File: src/rtl/ats_pkg.sv
// types, constants and character classes of the assembly token scanner
package ats_pkg;

	localparam int ATS_POS_BITS = 16;
	localparam int LEN_W        = 16;
	localparam int CHAR_W       = 8;
	localparam int RQ_DEPTH     = 4;

	localparam logic [CHAR_W-1:0] CH_NUL       = 8'h00;
	localparam logic [CHAR_W-1:0] CH_UNDERSCORE = 8'h5F;
	localparam logic [CHAR_W-1:0] CH_COLON     = 8'h3A;
	localparam logic [CHAR_W-1:0] CH_QUOTE     = 8'h27;
	localparam logic [CHAR_W-1:0] CH_BACKSLASH = 8'h5C;
	localparam logic [CHAR_W-1:0] CH_SPACE     = 8'h20;
	localparam logic [LEN_W-1:0]  LEN_MAX      = 16'hFFFF;

	typedef enum logic [2:0] {
		K_EOF      = 3'd0,
		K_LABEL    = 3'd1,
		K_IDENT    = 3'd2,
		K_INT      = 3'd3,
		K_CHAR     = 3'd4,
		K_UNCLOSED = 3'd5,
		K_GARBAGE  = 3'd6
	} kind_t;

	typedef enum logic [2:0] {
		M_IDLE   = 3'd0,
		M_IDENT  = 3'd1,
		M_INT    = 3'd2,
		M_QOPEN  = 3'd3,
		M_QESC   = 3'd4,
		M_QCLOSE = 3'd5,
		M_HALT   = 3'd6
	} mode_t;

	typedef struct packed {
		kind_t             kind;
		logic [LEN_W-1:0]  start;
		logic [LEN_W-1:0]  len;
		logic [CHAR_W-1:0] bad;
		logic              last;
	} result_t;

	// up to two results from one character, in delivery order
	typedef struct packed {
		logic    first_v;
		logic    second_v;
		result_t first;
		result_t second;
	} push_t;

	function automatic logic is_space(logic [CHAR_W-1:0] c);
		return (c == CH_SPACE) || (c >= 8'd9 && c <= 8'd13);
	endfunction

	function automatic logic is_alpha(logic [CHAR_W-1:0] c);
		return (c >= 8'd65 && c <= 8'd90) || (c >= 8'd97 && c <= 8'd122);
	endfunction

	function automatic logic is_digit(logic [CHAR_W-1:0] c);
		return c >= 8'd48 && c <= 8'd57;
	endfunction

	function automatic logic is_word(logic [CHAR_W-1:0] c);
		return is_alpha(c) || is_digit(c) || (c == CH_UNDERSCORE);
	endfunction

endpackage

File: src/rtl/ats_scan.sv
// scan state registers and per-character token logic
module ats_scan import ats_pkg::*; #(
	parameter int POS_BITS = ATS_POS_BITS
) (
	input  logic              clk,
	input  logic              arst_n,
	input  logic              fire,
	input  logic [CHAR_W-1:0] ch,
	output push_t             push
);

	mode_t                mode_q, mode_d;
	logic [POS_BITS-1:0]  pos_q, pos_d;
	logic [POS_BITS-1:0]  begin_q, begin_d;
	logic [LEN_W-1:0]     count_q, count_d;
	logic                 esc_q, esc_d;

	logic [POS_BITS-1:0]  pos_inc;
	logic [LEN_W-1:0]     count_inc;
	logic [LEN_W-1:0]     pos16;
	logic [LEN_W-1:0]     begin16;

	// path taken when the character is seen from idle
	logic                 idle_emit;
	result_t              idle_res;
	mode_t                idle_mode;
	logic [POS_BITS-1:0]  idle_begin;
	logic [LEN_W-1:0]     idle_count;
	logic                 idle_esc;

	logic                 use_idle;
	logic                 first_v;
	result_t              first_r;

	assign pos_inc   = pos_q + 1'b1;
	assign count_inc = (count_q == LEN_MAX) ? count_q : count_q + 1'b1;
	assign pos16     = LEN_W'(pos_q);
	assign begin16   = LEN_W'(begin_q);

	// token start from idle
	always_comb begin
		idle_emit  = 1'b0;
		idle_res   = '0;
		idle_mode  = M_IDLE;
		idle_begin = begin_q;
		idle_count = count_q;
		idle_esc   = esc_q;
		if (ch == CH_NUL) begin
			idle_emit       = 1'b1;
			idle_res.kind   = K_EOF;
			idle_res.start  = pos16;
			idle_count      = '0;
			idle_esc        = 1'b0;
		end else if (is_space(ch)) begin
			idle_mode = M_IDLE;
		end else if (is_alpha(ch) || ch == CH_UNDERSCORE) begin
			idle_mode  = M_IDENT;
			idle_begin = pos_q;
			idle_count = LEN_W'(1);
		end else if (is_digit(ch)) begin
			idle_mode  = M_INT;
			idle_begin = pos_q;
			idle_count = LEN_W'(1);
		end else if (ch == CH_QUOTE) begin
			idle_mode  = M_QOPEN;
			idle_begin = pos_inc;
			idle_count = '0;
			idle_esc   = 1'b0;
		end else begin
			idle_emit      = 1'b1;
			idle_res.kind  = K_GARBAGE;
			idle_res.start = pos16;
			idle_res.len   = LEN_W'(1);
			idle_res.bad   = ch;
			idle_mode      = M_HALT;
		end
	end

	// mode dispatch: close the open token, then maybe rescan from idle
	always_comb begin
		mode_d   = mode_q;
		begin_d  = begin_q;
		count_d  = count_q;
		esc_d    = esc_q;
		use_idle = 1'b0;
		first_v  = 1'b0;
		first_r  = '0;
		first_r.start = begin16;
		first_r.len   = count_q;
		unique case (mode_q)
			M_IDENT: begin
				if (ch != CH_NUL && is_word(ch)) begin
					count_d = count_inc;
				end else if (ch == CH_COLON) begin
					first_v      = 1'b1;
					first_r.kind = K_LABEL;
					mode_d       = M_IDLE;
				end else begin
					first_v      = 1'b1;
					first_r.kind = K_IDENT;
					use_idle     = 1'b1;
				end
			end
			M_INT: begin
				if (is_digit(ch)) begin
					count_d = count_inc;
				end else begin
					first_v      = 1'b1;
					first_r.kind = K_INT;
					use_idle     = 1'b1;
				end
			end
			M_QOPEN, M_QESC: begin
				if (ch == CH_NUL) begin
					first_v      = 1'b1;
					first_r.kind = K_UNCLOSED;
					use_idle     = 1'b1;
				end else begin
					count_d = count_inc;
					if (mode_q == M_QOPEN && ch == CH_BACKSLASH) begin
						esc_d  = 1'b1;
						mode_d = M_QESC;
					end else begin
						mode_d = M_QCLOSE;
					end
				end
			end
			M_QCLOSE: begin
				first_v = 1'b1;
				if (ch == CH_QUOTE) begin
					first_r.kind = K_CHAR;
					first_r.len  = esc_q ? LEN_W'(2) : LEN_W'(1);
					mode_d       = M_IDLE;
				end else begin
					first_r.kind = K_UNCLOSED;
					if (ch == CH_NUL) begin
						use_idle = 1'b1;
					end else begin
						mode_d = M_HALT;
					end
				end
			end
			M_HALT: begin
				use_idle = (ch == CH_NUL);
			end
			default: begin
				use_idle = 1'b1;
			end
		endcase
		if (use_idle) begin
			mode_d  = idle_mode;
			begin_d = idle_begin;
			count_d = idle_count;
			esc_d   = idle_esc;
		end
		pos_d = (ch == CH_NUL) ? '0 : pos_inc;
	end

	// results handed to the queue
	always_comb begin
		push.first_v      = first_v;
		push.second_v     = use_idle && idle_emit;
		push.first        = first_r;
		push.first.last   = !(use_idle && idle_emit);
		push.second       = idle_res;
		push.second.last  = 1'b1;
	end

	// scan state
	always_ff @(posedge clk or negedge arst_n) begin
		if (!arst_n) begin
			mode_q  <= M_IDLE;
			pos_q   <= '0;
			begin_q <= '0;
			count_q <= '0;
			esc_q   <= 1'b0;
		end else if (fire) begin
			mode_q  <= mode_d;
			pos_q   <= pos_d;
			begin_q <= begin_d;
			count_q <= count_d;
			esc_q   <= esc_d;
		end
	end

endmodule

File: src/rtl/ats_resq.sv
// result queue: takes up to two results a cycle, delivers one per transfer
module ats_resq import ats_pkg::*; (
	input  logic    clk,
	input  logic    arst_n,
	input  logic    push_en,
	input  push_t   push,
	output logic    space,
	output logic    out_valid,
	input  logic    out_ready,
	output result_t head
);

	localparam int PTR_W = $clog2(RQ_DEPTH);
	localparam int CNT_W = $clog2(RQ_DEPTH + 1);

	result_t            mem_q [RQ_DEPTH];
	logic [PTR_W-1:0]   wr_ptr_q;
	logic [PTR_W-1:0]   rd_ptr_q;
	logic [CNT_W-1:0]   cnt_q;
	logic [CNT_W-1:0]   n_push;
	logic [PTR_W-1:0]   second_ptr;
	logic               pop;

	assign n_push     = push_en ? (CNT_W'(push.first_v) + CNT_W'(push.second_v)) : '0;
	assign second_ptr = push.first_v ? wr_ptr_q + 1'b1 : wr_ptr_q;
	assign pop        = out_valid && out_ready;
	assign out_valid  = (cnt_q != '0);
	assign space      = (cnt_q <= CNT_W'(RQ_DEPTH - 2));
	assign head       = mem_q[rd_ptr_q];

	// entry storage
	always_ff @(posedge clk) begin
		if (push_en && push.first_v) begin
			mem_q[wr_ptr_q] <= push.first;
		end
		if (push_en && push.second_v) begin
			mem_q[second_ptr] <= push.second;
		end
	end

	// pointers and fill count
	always_ff @(posedge clk or negedge arst_n) begin
		if (!arst_n) begin
			wr_ptr_q <= '0;
			rd_ptr_q <= '0;
			cnt_q    <= '0;
		end else begin
			wr_ptr_q <= wr_ptr_q + PTR_W'(n_push);
			rd_ptr_q <= rd_ptr_q + PTR_W'(pop);
			cnt_q    <= cnt_q + n_push - CNT_W'(pop);
		end
	end

endmodule

File: src/rtl/assembly_token_scanner_core.sv
// Streaming assembly token scanner, top level.
//
// Input channel: one ASCII character per transfer on ch (in_valid/in_ready).
// A NUL ends the text, gives an EOF result and restarts positions at zero.
// Output channel: one token per transfer (out_valid/out_ready) with kind,
// start, length, bad_char and last_of_run, which marks the final result
// caused by a character. A character gives zero, one or two results.
//
// Path: a taken character waits in the input register, is scanned there and
// its results go into the result queue. Throughput: one character per cycle
// while each character gives at most one result and the receiver takes
// every result; a character with two results holds the output for two
// transfers. The four-entry result queue and its fill count set this rate.
//
// Reset clears the scan mode, position and counts and empties the queue.
// When the receiver stalls, results wait in the queue; once fewer than two
// entries are free, in_ready drops until the receiver drains it.
module assembly_token_scanner_core import ats_pkg::*; #(
	parameter int POS_BITS = ATS_POS_BITS
) (
	input  logic              clk,
	input  logic              arst_n,
	input  logic              in_valid,
	output logic              in_ready,
	input  logic [CHAR_W-1:0] ch,
	output logic              out_valid,
	input  logic              out_ready,
	output logic [2:0]        token_kind,
	output logic [LEN_W-1:0]  token_start,
	output logic [LEN_W-1:0]  token_length,
	output logic [CHAR_W-1:0] bad_char,
	output logic              last_of_run
);

	logic              valid_s1;
	logic [CHAR_W-1:0] ch_s1;
	logic              space;
	logic              fire;
	push_t             push;
	result_t           head;

	assign fire     = valid_s1 && space;
	assign in_ready = !valid_s1 || fire;

	// input register
	always_ff @(posedge clk or negedge arst_n) begin
		if (!arst_n) begin
			valid_s1 <= 1'b0;
		end else if (in_ready) begin
			valid_s1 <= in_valid;
		end
	end

	always_ff @(posedge clk) begin
		if (in_valid && in_ready) begin
			ch_s1 <= ch;
		end
	end

	ats_scan #(
		.POS_BITS(POS_BITS)
	) u_scan (
		.clk    (clk),
		.arst_n (arst_n),
		.fire   (fire),
		.ch     (ch_s1),
		.push   (push)
	);

	ats_resq u_resq (
		.clk       (clk),
		.arst_n    (arst_n),
		.push_en   (fire),
		.push      (push),
		.space     (space),
		.out_valid (out_valid),
		.out_ready (out_ready),
		.head      (head)
	);

	// result fields
	assign token_kind   = head.kind;
	assign token_start  = head.start;
	assign token_length = head.len;
	assign bad_char     = head.bad;
	assign last_of_run  = head.last;

endmodule

File: config.mk
export PLATFORM = sky130hd
export DESIGN_NAME = assembly_token_scanner_core
export DESIGN_NICKNAME = d
export VERILOG_FILES = /design/src/rtl/ats_pkg.sv /design/src/rtl/ats_scan.sv /design/src/rtl/ats_resq.sv /design/src/rtl/assembly_token_scanner_core.sv
export SDC_FILE = /design/constraint.sdc
export NUM_CORES = 1
export LEC_CHECK = 0
export BUFFER_PORTS_ARGS = -buffer_cell sky130_fd_sc_hd__clkbuf_2
export CAP_MARGIN = 20
export CORE_MARGIN = 10
export CORE_UTILIZATION = 46
export CTS_BUF_LIST = sky130_fd_sc_hd__clkbuf_16
export DETAILED_ROUTE_END_ITERATION = 8
export PLACE_DENSITY = 0.62
export SETUP_SLACK_MARGIN = 0.2
export SYNTH_ARGS = -nofsm -noshare
export SYNTH_HDL_FRONTEND = slang
export SYNTH_SLANG_ARGS = --single-unit
File: constraint.sdc
create_clock -name clk -period 4.45 [get_ports clk]
set_clock_uncertainty 0.2 [all_clocks]
set_input_delay 0.89 -clock clk [delete_from_list [all_inputs] [get_ports clk]]
set_output_delay 0.89 -clock clk [all_outputs]
set_load 0.05 [all_outputs]
### After elaboration in Yosys (flattened, before gate mapping)

Memories as Yosys holds them, arrays and structs flattened.
Cells that the tools add are included.
Widths: inputs -> output; s select.

| storage, ports and cells | value |
|---|---|
| RAM bits | 176 |
| register bits | 68 |
| word-level logic and storage cells | 158 |
| memories kept | 1 |

Memory list:

| name | words | bits a word | rd ports | clocked after memory_dff | wr ports | RTL line | text |
|---|---|---|---|---|---|---|---|
| u_resq.mem_q | 4 | 44 | 1 | 0 | 2 | ats_resq.sv:16 | `result_t mem_q [RQ_DEPTH];` |

| cells by class | value |
|---|---|
| equality and inequality tests | 24 |
| $add $sub $neg | 8 |
| reductions and logical operators | 33 |
| bitwise logic cells | 2 |
| $lt $le $gt $ge | 9 |
| mux-type cells | 71 |

Operators by type and width:

| kind | count |
|---|---|
| $mux 16 | 16 |
| $mux 43 | 4 |
| $pmux 16 s3 | 1 |
| $mux 3 | 14 |
| $add 16x1->16 const B | 2 |
| $mux 1 | 26 |
| $eq 8x6->1 const B | 3 |
| $mux 24 | 1 |
| $mux 19 | 1 |
| $eq 16x16->1 const B | 1 |
| $eq 8x7->1 const B | 2 |
| $ge 8x7->1 const B | 2 |
| $le 8x7->1 const B | 2 |
| $logic_and 1x1->1 | 12 |
| $ne 3x3->1 const B | 4 |
| $pmux 3 s4 | 1 |
| $eq 3x3->1 const B | 3 |
| $ne 3x1->1 const B | 3 |
| $pmux 3 s3 | 1 |
| $ge 8x4->1 const B | 1 |
| $ge 8x6->1 const B | 1 |
| $le 8x4->1 const B | 1 |
| $le 8x6->1 const B | 1 |
| $logic_not 8->1 | 1 |
| 28 further kinds | 43 |

### Logic depth before layout (Yosys ltp)

| logic depth | value |
|---|---|
| word-level depth | 13 |
| gate-level depth with buffers | 15 |
| depth with buffers taken out | 12 |

### Cells and area by module

A second synthesis with hierarchy kept.

| unflattened totals | value |
|---|---|
| cells, all modules | 949 |
| area, all modules | 13392.8 µm² |

Modules (own cells, without submodules):

| module | cells an instance | area each (µm²) | sequential area each (µm²) | instances |
|---|---|---|---|---|
| ats_resq | 490 | 9346.5 | 5460.2 | 1 |
| ats_scan | 446 | 3746.1 | 1301.2 | 1 |
| assembly_token_scanner_core | 13 | 300.3 | 265.3 | 1 |

### Least setup slack after synthesis

Ideal clock, no wire load.

| timing path | value |
|---|---|
| path kind | reg2reg |
| from | register ch_s1[0] |
| to | register u_resq.cnt_q[2] |
| arrival time | 3322 ps |
| setup time | 123 ps |
| clock period less this slack | 3645 ps |
| path buffers | 3 |
| path slack | 805 ps |
| data required time | 4127 ps |
| cell stages (with the launch flop) | 16 |
| cells stage by stage | edfxtp_1 -> buf_2 -> a21oi_1 -> o2bb2ai_1 -> o211a_1 -> buf_4 -> nor3_2 -> clkbuf_1 -> nor2_1 -> ha_1 -> and3_1 -> ha_1 -> inv_1 -> fa_1 -> xor2_1 -> xnor2_1 |

| between the ends | value |
|---|---|
| word-level cells in the longest chain between the ends | 13 |
| elaborated cells on any way between the ends | 42 |

RTL lines:

| element | RTL line | text |
|---|---|---|
| from (decl) | assembly_token_scanner_core.sv:36 | `logic [CHAR_W-1:0] ch_s1;` |
| from (signal assigned) | assembly_token_scanner_core.sv:56 | `ch_s1 <= ch;` |
| $ge 8x7->1 / $le 8x7->1 (equally long branches) | ats_pkg.sv:58 | `return (c >= 8'd65 && c <= 8'd90) \|\| (c >= 8'd97 && c <= 8'd122);` |
| $logic_and 1x1->1 | ats_pkg.sv:58 |  |
| $logic_or 1x1->1 | ats_pkg.sv:58 |  |
| $logic_or 1x1->1 (2 in series) | ats_pkg.sv:66 | `return is_alpha(c) \|\| is_digit(c) \|\| (c == CH_UNDERSCORE);` |
| $logic_and 1x1->1 | ats_scan.sv:92 | `if (ch != CH_NUL && is_word(ch)) begin` |
| $mux 1 | ats_scan.sv:92 |  |
| $pmux 1 s5 | ats_scan.sv:90 | `unique case (mode_q)` |
| $logic_and 1x1->1 | ats_scan.sv:162 | `push.second_v = use_idle && idle_emit;` |
| $add 1x1->2 (*) | ats_resq.sv:24 | `assign n_push = push_en ? (CNT_W'(push.first_v) + CNT_W'(push.second_v)) : '0;` |
| $mux 3 (*) | ats_resq.sv:24 |  |
| $add 3x3->3 (*) | ats_resq.sv:50 | `cnt_q <= cnt_q + n_push - CNT_W'(pop);` |
| $sub 3x1->3 (*) | ats_resq.sv:50 |  |
| to (signal assigned) | ats_resq.sv:50 |  |
| to (decl) | ats_resq.sv:19 | `logic [CNT_W-1:0] cnt_q;` |

Every way passes the cells marked *; elsewhere a longest branch is shown, timed or not.
A chain may end at the register's enable or synchronous reset.

### Final worst setup path

| timing path | value |
|---|---|
| from | register u_resq.rd_ptr_q[0] |
| to | output port token_length[0] |

| between the ends | value |
|---|---|
| word-level cells in the longest chain between the ends | 1 |

RTL lines:

| element | RTL line | text |
|---|---|---|
| from (decl) | ats_resq.sv:18 | `logic [PTR_W-1:0] rd_ptr_q;` |
| from (signal assigned) | ats_resq.sv:49 | `rd_ptr_q <= rd_ptr_q + PTR_W'(pop);` |
| $mem_v2 4x44 | n/a |  |
| to (decl) | assembly_token_scanner_core.sv:30 | `output logic [LEN_W-1:0] token_length,` |

Every way passes these cells.

==> results.sh <==
export IMPL_run_status="finished clean"
export IMPL_fin_nets=1232
export IMPL_finalSetupViolations=0
export IMPL_numCtsBuffers=28
export IMPL_synth_avg_cell_area_um2=10.8
export IMPL_synthTopCellsByArea="edfxtp_1 (28%), dfrtp_1 (12%), dfxtp_1 (11%)"
export IMPL_hold_class="in2async"
export IMPL_grt_pass1_vias=9003
export IMPL_worst_pin_slew_ps=997
export IMPL_worstSetupPathType="reg2out"
export IMPL_pwr_density_cell_nw_per_um2=629
export IMPL_n_antenna_cell=0
export IMPL_antenna_found_initial=0
export IMPL_p_leak_nw=5.67
export IMPL_synth_seq_cells=244
export IMPL_ant_nets=0
export IMPL_via_count=9316
export IMPL_postCtsHoldBufs=0
export IMPL_area_growth_synth_to_final_pct=12.5
export IMPL_grt_pass1_wl_mm=52.6
export IMPL_relSlewSlack=0.333
export IMPL_clock_fmax_ghz=0.275
export IMPL_root_buffer="clkbuf_16"
export IMPL_placed_area_um2=13200
export IMPL_cts_max_level=1
export IMPL_groute_usage_overall=0.194
export IMPL_cts_sinks=244
export IMPL_wirelength_mm=33.0
export IMPL_yosysSeqAreaShare=0.506
export IMPL_timing_rr_start="ch_s1[2]$_DFFE_PP_"
export IMPL_cp_required_ps=3360
export IMPL_syn_area_um2=12500
export IMPL_finalHoldViolations=0
export IMPL_crit_path_end_kind="output port"
export IMPL_fillers=2390
export IMPL_cts_setup_buffers=0
export IMPL_worst_r2r_path_depth=11
export IMPL_finalCritPeriodShare=0.818
export IMPL_dieArea_um2=34300
export IMPL_pin_count=58
export IMPL_synth_distinct_cells=68
export IMPL_place_detailed_hpwl_mm=21.5
export IMPL_die_w_um=185
export IMPL_place_gp_congestion=0.861
export IMPL_fin_crit_ps=3640
export IMPL_drv_cap=0
export IMPL_synth_edff_count=116
export IMPL_drv_slew=0
export IMPL_synth_top_area_frac=0.278
export IMPL_yosysWarnings=0
export IMPL_synth_ff_type="edfxtp_1"
export IMPL_rsz0062_at_grt="false"
export IMPL_worstReg2RegEnd="u_resq.cnt_q[2]$_DFF_PN0_"
export IMPL_drt_first_pass_iters=5
export IMPL_cp_start_kind="register"
export IMPL_clkTransAtPathRegs_ps=60
export IMPL_numPortBuffers=57
export IMPL_netlist_instances=1163
export IMPL_clk_latency_ps=550
export IMPL_fin_area_um2=14100
export IMPL_critical_path_arrival_ps=2550
export IMPL_num_rows=60
export IMPL_finalSetupTns_ps=0
export IMPL_start_util=0.467
export IMPL_viasPerCell=5.94
export IMPL_grt_max_degree=37
export IMPL_drt_initial_drc_count=855
export IMPL_async_flop_share=0.246
export IMPL_cts_tree="done"
export IMPL_drc=0
export IMPL_clk_path_buf_depth=3
export IMPL_synth_top_area_cell="edfxtp_1"
export IMPL_grt_overflow_total=0
export IMPL_crit_path_max_fanout=25
export IMPL_detail_route_wl_per_cell_um=21.0
export IMPL_syn_num_nets=1188
export IMPL_cts_resized=0
export IMPL_coreArea_um2=26900
export IMPL_ir_worst_vdd_mv=0.357
export IMPL_r2r_setup_slack_ps=840
export IMPL_drive_gt1_frac=0.191
export IMPL_die_h_um=185
export IMPL_crit_start="u_resq.rd_ptr_q[0]$_DFF_PN0_"
==> cells by family (layout without fill, tap and decap cells) <==
group,count (synthesis),count (layout),synth area share
AO/OA/AOI/OAI,216,216,0.122
XOR/XNOR,20,20,0.0140
buffers and inverters,99,164,0.0385
AND/OR/NAND/NOR,444,444,0.160
adder cells (fa/ha/maj),13,13,0.0136
multiplexers,127,127,0.147
flip-flops,244,244,0.506
==> through the flow <==
| step | std cells | setup WS [ps] | utilization | total power [mW] | hold WS (ps) |
|---|---|---|---|---|---|
| after floorplan | 1163 | 805 | - | 5.62 | 233 |
| after global placement | 1518 | 981 | 0.491 | 6.57 | 239 |
| after detailed placement | 1518 | 840 | 0.491 | 6.62 | 247 |
| after CTS | 1569 | 771 | 0.525 | 8.93 | 255 |
| after global routing | 1569 | 470 | 0.525 | 9.32 | 269 |
| final | 1569 | 811 | 0.525 | 8.88 | 251 |
==> worst max path at each step <==
stage,end,cells past startpoint
floorplan,u_resq.cnt_q[2]$_DFF_PN0_,15
global placement,u_resq.cnt_q[2]$_DFF_PN0_,11
detailed placement,u_resq.cnt_q[2]$_DFF_PN0_,11
CTS,token_length[0],3
global route,u_resq.cnt_q[2]$_DFF_PN0_,11
finish,token_length[0],3
==> cell usage in the layout (no fill, tap or decap), types with 9 or more instances in the layout <==
cell type,netlist,layout
mux4_2,44,44
nand2_1,264,264
dfrtp_1,60,58
dfxtp_1,68,68
buf_4,4,37
nor2_1,47,47
nand4_1,10,10
edfxtp_1,116,116
a31o_2,9,9
o21ai_0,35,35
and3_1,14,14
xnor2_1,17,17
nand2b_1,12,12
inv_1,16,19
nand3_1,22,22
a31oi_1,24,24
mux2i_1,67,67
clkbuf_2,0,56
nor3_1,9,9
mux2_2,16,16
and2_1,25,25
a21oi_1,65,65
nor2b_1,17,17
ha_1,12,12
o211ai_1,11,11
a211oi_1,9,9
clkbuf_16,0,30
==> cells in the mapped netlist (all sizes together), types with 2 or more instances <==
| library cell | instances |
|---|---|
| a2111oi | 5 |
| a211o | 6 |
| a211oi | 15 |
| a21o | 7 |
| a21oi | 65 |
| a22o | 3 |
| a22oi | 6 |
| a2bb2oi | 3 |
| a31o | 9 |
| a31oi | 24 |
| and2 | 27 |
| and3 | 14 |
| buf | 42 |
| clkbuf | 41 |
| dfrtp | 60 |
| dfxtp | 68 |
| edfxtp | 116 |
| ha | 12 |
| inv | 16 |
| mux2 | 16 |
| mux2i | 67 |
| mux4 | 44 |
| nand2 | 264 |
| nand2b | 12 |
| nand3 | 22 |
| nand4 | 10 |
| nor2 | 47 |
| nor2b | 18 |
| nor3 | 10 |
| nor4 | 10 |
| o211a | 5 |
| o211ai | 13 |
| o21ai | 38 |
| o22a | 2 |
| o22ai | 4 |
| o31ai | 4 |
| or3 | 2 |
| xnor2 | 17 |
| xor2 | 3 |
==> power by group <==
part           total [mW]  internal (mW)  leakage [nW]  switching (mW)
Clock                2.32           1.39         0.466           0.938
Sequential           3.13           2.75          2.41           0.385
Combinational        3.42           1.12          2.79            2.30
Total                8.88           5.25          5.67            3.62
==> cell type report <==
class | instances | area (µm²) | share of cell area
well taps | 341 | 427 | 0.0302
clock buffers | 30 | 751 | 0.0532
clock inverters | 21 | 181 | 0.0129
multi-input cells | 820 | 5720 | 0.405
inverters | 16 | 60.1 | 0.00425
repair buffers | 97 | 623 | 0.0441
flip-flops and latches | 244 | 6350 | 0.450
==> per-layer routing <==
metal	vias up	routed length, µm	global-route usage
li1	4310	-	-
met1	4585	14800	0.279
met2	364	14800	0.295
met3	57	2580	0.0323
met4	0	813	0.0569
met5	-	0	0
==> worst max-delay path, stage by stage (launching register included) <==
cell,delay (ps)
dfrtp_4,820
buf_12,300
mux4_2,580
clkbuf_2,270
==> state kept, by name (all words and copies together), names as in the netlist <==
signal,cells
ch_s1,8
u_resq.rd_ptr_q,2
u_resq.mem_q,176
u_scan.esc_q,1
u_resq.wr_ptr_q,2
u_scan.pos16,16
u_resq.cnt_q,3
u_scan.count_q,16
u_scan.begin16,16
valid_s1,1
u_scan.mode_q,3
Note: power is estimated with default switching activity, not from simulation.
